**src/rtl/core/tfn_pkg.sv**
```systemverilog
// Shared widths and pipeline types for the triangle face normal core.
`default_nettype none
package tfn_pkg;
  // Vertex coordinate format (Q3.12)
  localparam int CW = 16;
  // Edge vector component
  localparam int EW = CW + 1;
  // One partial product of the cross product
  localparam int PW = 2 * EW;
  // Cross product component
  localparam int NW = PW + 1;
  // Squared component and squared length
  localparam int SQW = 68;
  localparam int SW = 68;
  // Threshold register
  localparam int THW = 16;
  // Normal fraction bits (Q1.14) and output width
  localparam int NF = 14;
  localparam int OW = 16;
  // Root digits: floor(2^(NF+1) * |n_i| / |n|) lies in 0 .. 2^(NF+1)
  localparam int QW = NF + 2;
  localparam int ROOT_STEPS = QW;
  // Numerator scale and remainder width
  localparam int SHIFT = 2 * NF + 2;
  localparam int RW = 100;
  localparam logic [THW-1:0] THRESH_RESET = 16'd17;

  // One component lane of the digit recurrence
  typedef struct packed {
    logic [RW-1:0] rem;
    logic [RW-1:0] ts;
    logic [QW-1:0] q;
    logic          neg;
  } lane_t;

  // Item state carried through the root stages
  typedef struct packed {
    lane_t [2:0]   lane;
    logic [SW-1:0] s;
    logic          deg;
  } root_t;
endpackage
`default_nettype wire

```
**src/rtl/core/tfn_root_step.sv**
```systemverilog
// One digit of floor(sqrt(n_i^2 * 2^SHIFT / s)) for all three lanes.
`default_nettype none
module tfn_root_step
  import tfn_pkg::*;
#(
  parameter int K = 0
) (
  input  wire    clk,
  input  wire    rst,
  input  wire    ce,
  input  wire    in_valid,
  input  root_t  in_data,
  output logic   out_valid,
  output root_t  out_data
);
  logic [RW:0] delta [3];
  logic [RW-1:0] s_wide;
  root_t nxt;

  assign s_wide = RW'(in_data.s);

  // Trial digit: (t + 2^K)^2 s - t^2 s = 2^(K+1) t s + 4^K s
  always_comb begin
    nxt = in_data;
    for (int i = 0; i < 3; i++) begin
      delta[i] = ({1'b0, in_data.lane[i].ts} << (K + 1))
               + ({1'b0, s_wide} << (2 * K));
      if ({1'b0, in_data.lane[i].rem} >= delta[i]) begin
        nxt.lane[i].rem = in_data.lane[i].rem - RW'(delta[i]);
        nxt.lane[i].ts = in_data.lane[i].ts + (s_wide << K);
        nxt.lane[i].q = in_data.lane[i].q | (QW'(1) << K);
      end
    end
  end

  always_ff @(posedge clk) begin
    if (ce) out_data <= nxt;
  end

  always_ff @(posedge clk) begin
    if (rst) begin
      out_valid <= 1'b0;
    end else if (ce) begin
      out_valid <= in_valid;
    end
  end
endmodule
`default_nettype wire

```
**config.mk**
```make
export PLATFORM = sky130hd
export DESIGN_NAME = tfn_root_step
export DESIGN_NICKNAME = d
export VERILOG_FILES = /design/src/rtl/core/tfn_pkg.sv /design/src/rtl/core/tfn_root_step.sv
export SDC_FILE = /design/constraint.sdc
export NUM_CORES = 2
export LEC_CHECK = 0
export BUFFER_PORTS_ARGS = -buffer_cell sky130_fd_sc_hd__clkbuf_2
export CAP_MARGIN = 20
export CORE_AREA = 2 2 560 562
export DETAILED_ROUTE_END_ITERATION = 6
export DIE_AREA = 0 0 562 564
export RECOVER_POWER = 100
export SLEW_MARGIN = 20
export SYNTH_ARGS = -nofsm -noshare
export SYNTH_HDL_FRONTEND = slang
export SYNTH_SLANG_ARGS = --single-unit
```
**constraint.sdc**
```tcl
create_clock -name clk -period 7.7 [get_ports clk]
set_clock_uncertainty 0.1 [all_clocks]
set_input_delay 0.385 -clock clk [delete_from_list [all_inputs] [get_ports clk]]
set_output_delay 0.385 -clock clk [all_outputs]
set_load 0.05 [all_outputs]
```
# == Yosys cells after proc, flatten, opt, wreduce, memory -nomap -nowiden ==
# Cells that the tools add are included.
# word_totals
regBits,721
memories,0
latch_bits,0
ramBits,0
mem_bits_ro,0
# classes
n_eq_ne,0
n_mux,3
n_mul,0
n_reduce_logical,0
bitwise,0
n_lt_le_gt_ge,3
add_sub_neg,9
div,0
shifts,0
# ops
op,count
216-bit two-way mux,3
101-bit by 68-bit adder with 101-bit output,3
100-bit by 101-bit greater-or-equal comparator with 1-bit output,3
100-bit by 68-bit adder with 100-bit output,3
100-bit subtractor,3

# == Depth between registers and ports, before layout ==
# depth
ltp_word,3
mapped_depth,31
mapped_depth_nobuf,26

# == Worst setup path before layout ==
# OpenSTA, ideal clock, no wires.
# synth_path
kind,input to register
from,in in_data[2] (netlist bit)
to,"reg out_data[364] (netlist bit), data pin"
path_stages,29
path_slack_ps,843
path_buffers,4
arrival_time_ps,6497
required_time_ps,7340
path_cell_list,ha_1 > inv_1 > fa_1 > nor2b_1 > o31a_1 > o31ai_1 > a21oi_1 > a21boi_0 > o21ai_0 > a211o_1 > a2111o_1 > a311o_1 > a21oi_1 > xor2_1 > ha_1 > clkbuf_1 > nand4_1 > nor4_1 > inv_1 > or4_1 > nor4_1 > nand2b_1 > a311oi_1 > nor3_1 > mux2_2 > clkbuf_1 > clkbuf_1 > clkbuf_1 > mux2_2
# synth_rtl
element,line,rtl
from (decl),tfn_root_step.sv:12,"input root_t in_data,"
to (signal assigned),tfn_root_step.sv:37,if (ce) out_data <= nxt;
to (decl),tfn_root_step.sv:14,output root_t out_data

==> impl_table.tex <==
\begin{tabular}{lr}
\hline
Metric & Value \\
\hline
\multicolumn{2}{l}{\textbf{Status}} \\
\quad Outcome & finished, violations left \\
\quad Failing checks & DRC, capacitance limit, slew limit \\
\multicolumn{2}{l}{\textbf{Placement}} \\
\quad Global placement routability congestion & 1.02 \\
\quad Worst slack at placement & -894 ps \\
\quad Post-place instance area & between 90000 and 100000 µm² \\
\quad Number of instances in the placed design & 15149 \\
\quad Number of buffers added on ports & roughly 1400 \\
\quad Detailed placer's ending HPWL & 397000 µm \\
\multicolumn{2}{l}{\textbf{Global routing}} \\
\quad Pin count of the biggest net entering global routing & $\sim$140 \\
\quad Global routing met3 resource utilization & 0.0752 \\
\quad Wire length of the first global-routing pass & between 600000 and 700000 µm \\
\quad Most used routing layer in global routing & met2 \\
\quad Met2 global-route usage & 0.428 \\
\quad Total gr overflow & 0 \\
\quad Total GRT Usage & 0.281 \\
\quad Via count of the first global-routing pass & approximately 80000 \\
\quad Met1 Use GR & 0.360 \\
\quad Antenna violations before repair & between 100 and 150 \\
\multicolumn{2}{l}{\textbf{Timing}} \\
\quad Min cycle time layout & roughly 7600 ps \\
\quad Actual slew at the worst max-slew pin & approximately 4600 ps \\
\quad Slack of the critical path & 127 ps \\
\quad Tightest slew margin relative to the limit & -2.05 \\
\quad Max Slew Vio Count & approximately 640 \\
\quad Fmax achieved & approximately 130 MHz \\
\quad Unrepaired setup endpoints after global routing & no \\
\quad Total of endpoints with negative setup slack in the final report & 0 \\
\quad Period utilisation layout & 0.983 \\
\quad Setup total negative slack & 0 ps \\
\quad Number of hold-slack violations in the final timing report & 0 \\
\multicolumn{2}{l}{\textbf{Floorplan}} \\
\quad Vertical die dimension & roughly 560 µm \\
\quad Number of top-level design ports & 1445 \\
\quad Full die area & around 320000 µm² \\
\quad Core box area & between 300000 and 400000 µm² \\
\quad Floorplan die width & about 560 µm \\
\quad Initial Utilization & 0.236 \\
\quad Row count & a little over 200 \\
\multicolumn{2}{l}{\textbf{Routing}} \\
\quad Wirelength per Cell & roughly 29 µm \\
\quad Via-per-instance ratio & 5.18 \\
\quad Drt total wl & about 470000 µm \\
\quad Number of detailed-route iterations in the first pass & 7 \\
\quad Initial drt markers & slightly below 8000 \\
\quad Vias after detailed routing & roughly 83000 \\
\quad Number of remaining DRC errors & 4 \\
\quad Count of nets left with antenna violations after detail routing & 0 \\
\multicolumn{2}{l}{\textbf{Worst setup path}} \\
\quad Critical path's largest stage delay & 770 ps \\
\quad Type of destination of the critical path & flip-flop \\
\quad Data arrival time of the critical path & a little over 8000 ps \\
\quad Highest net fanout along the worst path & 19 \\
\quad Class of the most critical setup path & in2reg \\
\quad Crit path launch & in\_data[3] \\
\quad Startpoint kind of the worst setup timing path & input port \\
\quad CP dominant cell by count & sky130\_fd\_sc\_hd\_\_buf\_4 \\
\quad Critical Path RT & 8210 ps \\
\quad Source of the worst register-to-register timing path & out\_valid \\
\quad Library cell contributing the largest single delay on the critical path & sky130\_fd\_sc\_hd\_\_or4b\_2 \\
\quad Cell depth of the worst flop-to-flop path & 3 \\
\multicolumn{2}{l}{\textbf{Cells and area}} \\
\quad Area growth from synthesis to layout & 43.4\% \\
\quad Layout Nets & between 10000 and 15000 \\
\quad Share of cells above drive strength 1 & 0.220 \\
\quad Number of non-filler instances in the completed layout & 16111 \\
\quad Final design area excluding fillers & roughly 110000 µm² \\
\multicolumn{2}{l}{\textbf{Logic synthesis}} \\
\quad Top post-synthesis cells by count & 883 x sky130\_fd\_sc\_hd\_\_a21oi\_1, 880 x sky130\_fd\_sc\_hd\_\_nand2\_1, 720 x sky130\_fd\_sc\_hd\_\_edfxtp\_1 \\
\quad Syn Nets & around 10000 \\
\quad Fraction of post-synthesis cell area in the top cell type by area & 0.294 \\
\quad Cell taking the most area after synthesis & sky130\_fd\_sc\_hd\_\_edfxtp\_1 \\
\quad Flops \& latches, synth & between 700 and 800 \\
\quad Top\_reg\_cell synth & sky130\_fd\_sc\_hd\_\_edfxtp\_1 \\
\quad Sequential element share of the synthesized area & 0.295 \\
\quad Yosys synthesis warning count & 0 \\
\quad Top-count cell post-synth & sky130\_fd\_sc\_hd\_\_a21oi\_1 \\
\quad Synth cell types & between 80 and 90 \\
\quad Number of enable flip-flop cells after synthesis & between 700 and 800 \\
\quad Post-synthesis async set-or-reset flop share & 0 \\
\quad Combined area of all synthesized cells & between 70000 and 80000 µm² \\
\quad Most area-consuming cells after synthesis & sky130\_fd\_sc\_hd\_\_edfxtp\_1 29\%, sky130\_fd\_sc\_hd\_\_ha\_1 12\%, sky130\_fd\_sc\_hd\_\_a21oi\_1 6.0\% \\
\quad Mean instance size in the synthesized netlist & 8.61 µm² \\
\quad Syn Inst Count & 8526 \\
\multicolumn{2}{l}{\textbf{Power and ir drop}} \\
\quad Power consumption & 21.8 mW \\
\quad Peak supply drop & between 0.15 and 0.2 mV \\
\quad Power per cell area & 207 nW/µm² \\
\quad Leak & 44.2 nW \\
\multicolumn{2}{l}{\textbf{Job}} \\
\quad Max-capacitance violation count & 10 \\
\multicolumn{2}{l}{\textbf{Clock network}} \\
\quad Root buffer cell & sky130\_fd\_sc\_hd\_\_clkbuf\_16 \\
\quad Latest clock arrival within the worst-skew pair & roughly 860 ps \\
\quad Clock slew at the register clock pins of the worst setup and hold paths & $\sim$60 ps \\
\quad Clock buffer depth & 4 \\
\quad \# H-tree levels & 3 \\
\quad CTS tree & yes \\
\quad CTS buffer count & around 110 \\
\quad Number of clock sinks & between 700 and 800 \\
\multicolumn{2}{l}{\textbf{Min path}} \\
\quad Hold path depth & 3 \\
\quad Min-delay src & in\_data[30] \\
\quad Tightest Hold Check Type & in2reg \\
\hline
\end{tabular}
layout make-up:
class	instances	area [µm²]
clock buffers	126	2820
multi-input cells	7205	49600
diodes	95	238
flip-flops and latches	721	21600
repair buffers	3539	24400
clock inverters	62	649
inverters	223	837
well taps	4140	5180
fillers	33088	206000
routing by layer:
layer  wire [µm]  up-vias  part of all wire
li1            -    38696                 -
met1      196000    39980              0.42
met2      199000     3866              0.43
met3       41600      847             0.089
met4       28700       22             0.062
met5         146        -           0.00031
cells by family (layout without fill, tap and decap cells):
| group | count (synthesis) | in the layout | synth area share |
|---|---|---|---|
| XOR/XNOR | 839 | 839 | 0.100 |
| buffers and inverters | 600 | 3950 | 0.0326 |
| AND/OR/NAND/NOR | 2572 | 2572 | 0.168 |
| other | 0 | 95 | 0 |
| AO/OA/AOI/OAI | 2766 | 2766 | 0.234 |
| adder cells (fa/ha/maj) | 714 | 714 | 0.123 |
| flip-flops | 721 | 721 | 0.295 |
| multiplexers | 314 | 314 | 0.0480 |
per-stage QoR:
step / utilization / hold slack (ps)
finish: 0.339 / 54.5
global route: 0.339 / 17.8
CTS: 0.341 / 5.19
detailed placement: 0.308 / 386
global placement: 0.308 / 377
floorplan: - / 357
flip-flops by register name, indices dropped and copies added (netlist names):
name	cells
out_data	720
out_valid	1
report_power, final:
part	internal, mW	switching, mW
logic	4.21	7.39
clock network	2.97	2.17
registers	4.85	0.218
total	12.0	9.78
final timing paths:
check,endpoint,slack (ps)
worst max-delay path,out_data[161],130
worst min-delay path,out_data[30],50
worst max register to register,out_valid,6400
worst min register to register,out_valid,980
cell usage in the layout (no fill, tap or decap), drive strengths merged, types with 35 or more instances in the layout:
| cell | netlist | layout |
|---|---|---|
| a21o | 409 | 409 |
| nor4 | 50 | 50 |
| o21ai | 654 | 654 |
| o21a | 72 | 72 |
| a21oi | 883 | 883 |
| buf | 51 | 1371 |
| nor2 | 514 | 514 |
| o21bai | 169 | 169 |
| mux2 | 304 | 304 |
| nor2b | 62 | 62 |
| xor2 | 369 | 369 |
| dlygate4sd3 | 0 | 678 |
| and2 | 64 | 64 |
| ha | 705 | 705 |
| edfxtp | 720 | 720 |
| clkbuf | 326 | 1616 |
| o31ai | 63 | 63 |
| a21boi | 35 | 35 |
| diode | 0 | 95 |
| nand2 | 880 | 880 |
| o211ai | 46 | 46 |
| xnor2 | 470 | 470 |
| nand4 | 259 | 259 |
| nand3 | 188 | 188 |
| or3 | 65 | 65 |
| and3 | 100 | 100 |
| nor3 | 190 | 190 |
| a211oi | 86 | 86 |
| inv | 223 | 230 |
| a31oi | 89 | 89 |
| nand2b | 73 | 73 |
what timing repair did:
action	in CTS	in global routing
hold endpoints to repair	747	1
hold buffers	677	1
endpoints found under the setup margin	0	526
buffers inserted	0	1
resized for setup	0	35
critical path, delay by kind of cell:
kind                       cells  cell delay, ps
buffers and inverters          9            1680
and+or+nand+nor                7            2300
AOI/OAI and AO/OA             11            2340
adders and majority gates      2             770
xor gates and xnor gates       2             570
No activity file was read; power rests on OpenSTA's default activity.
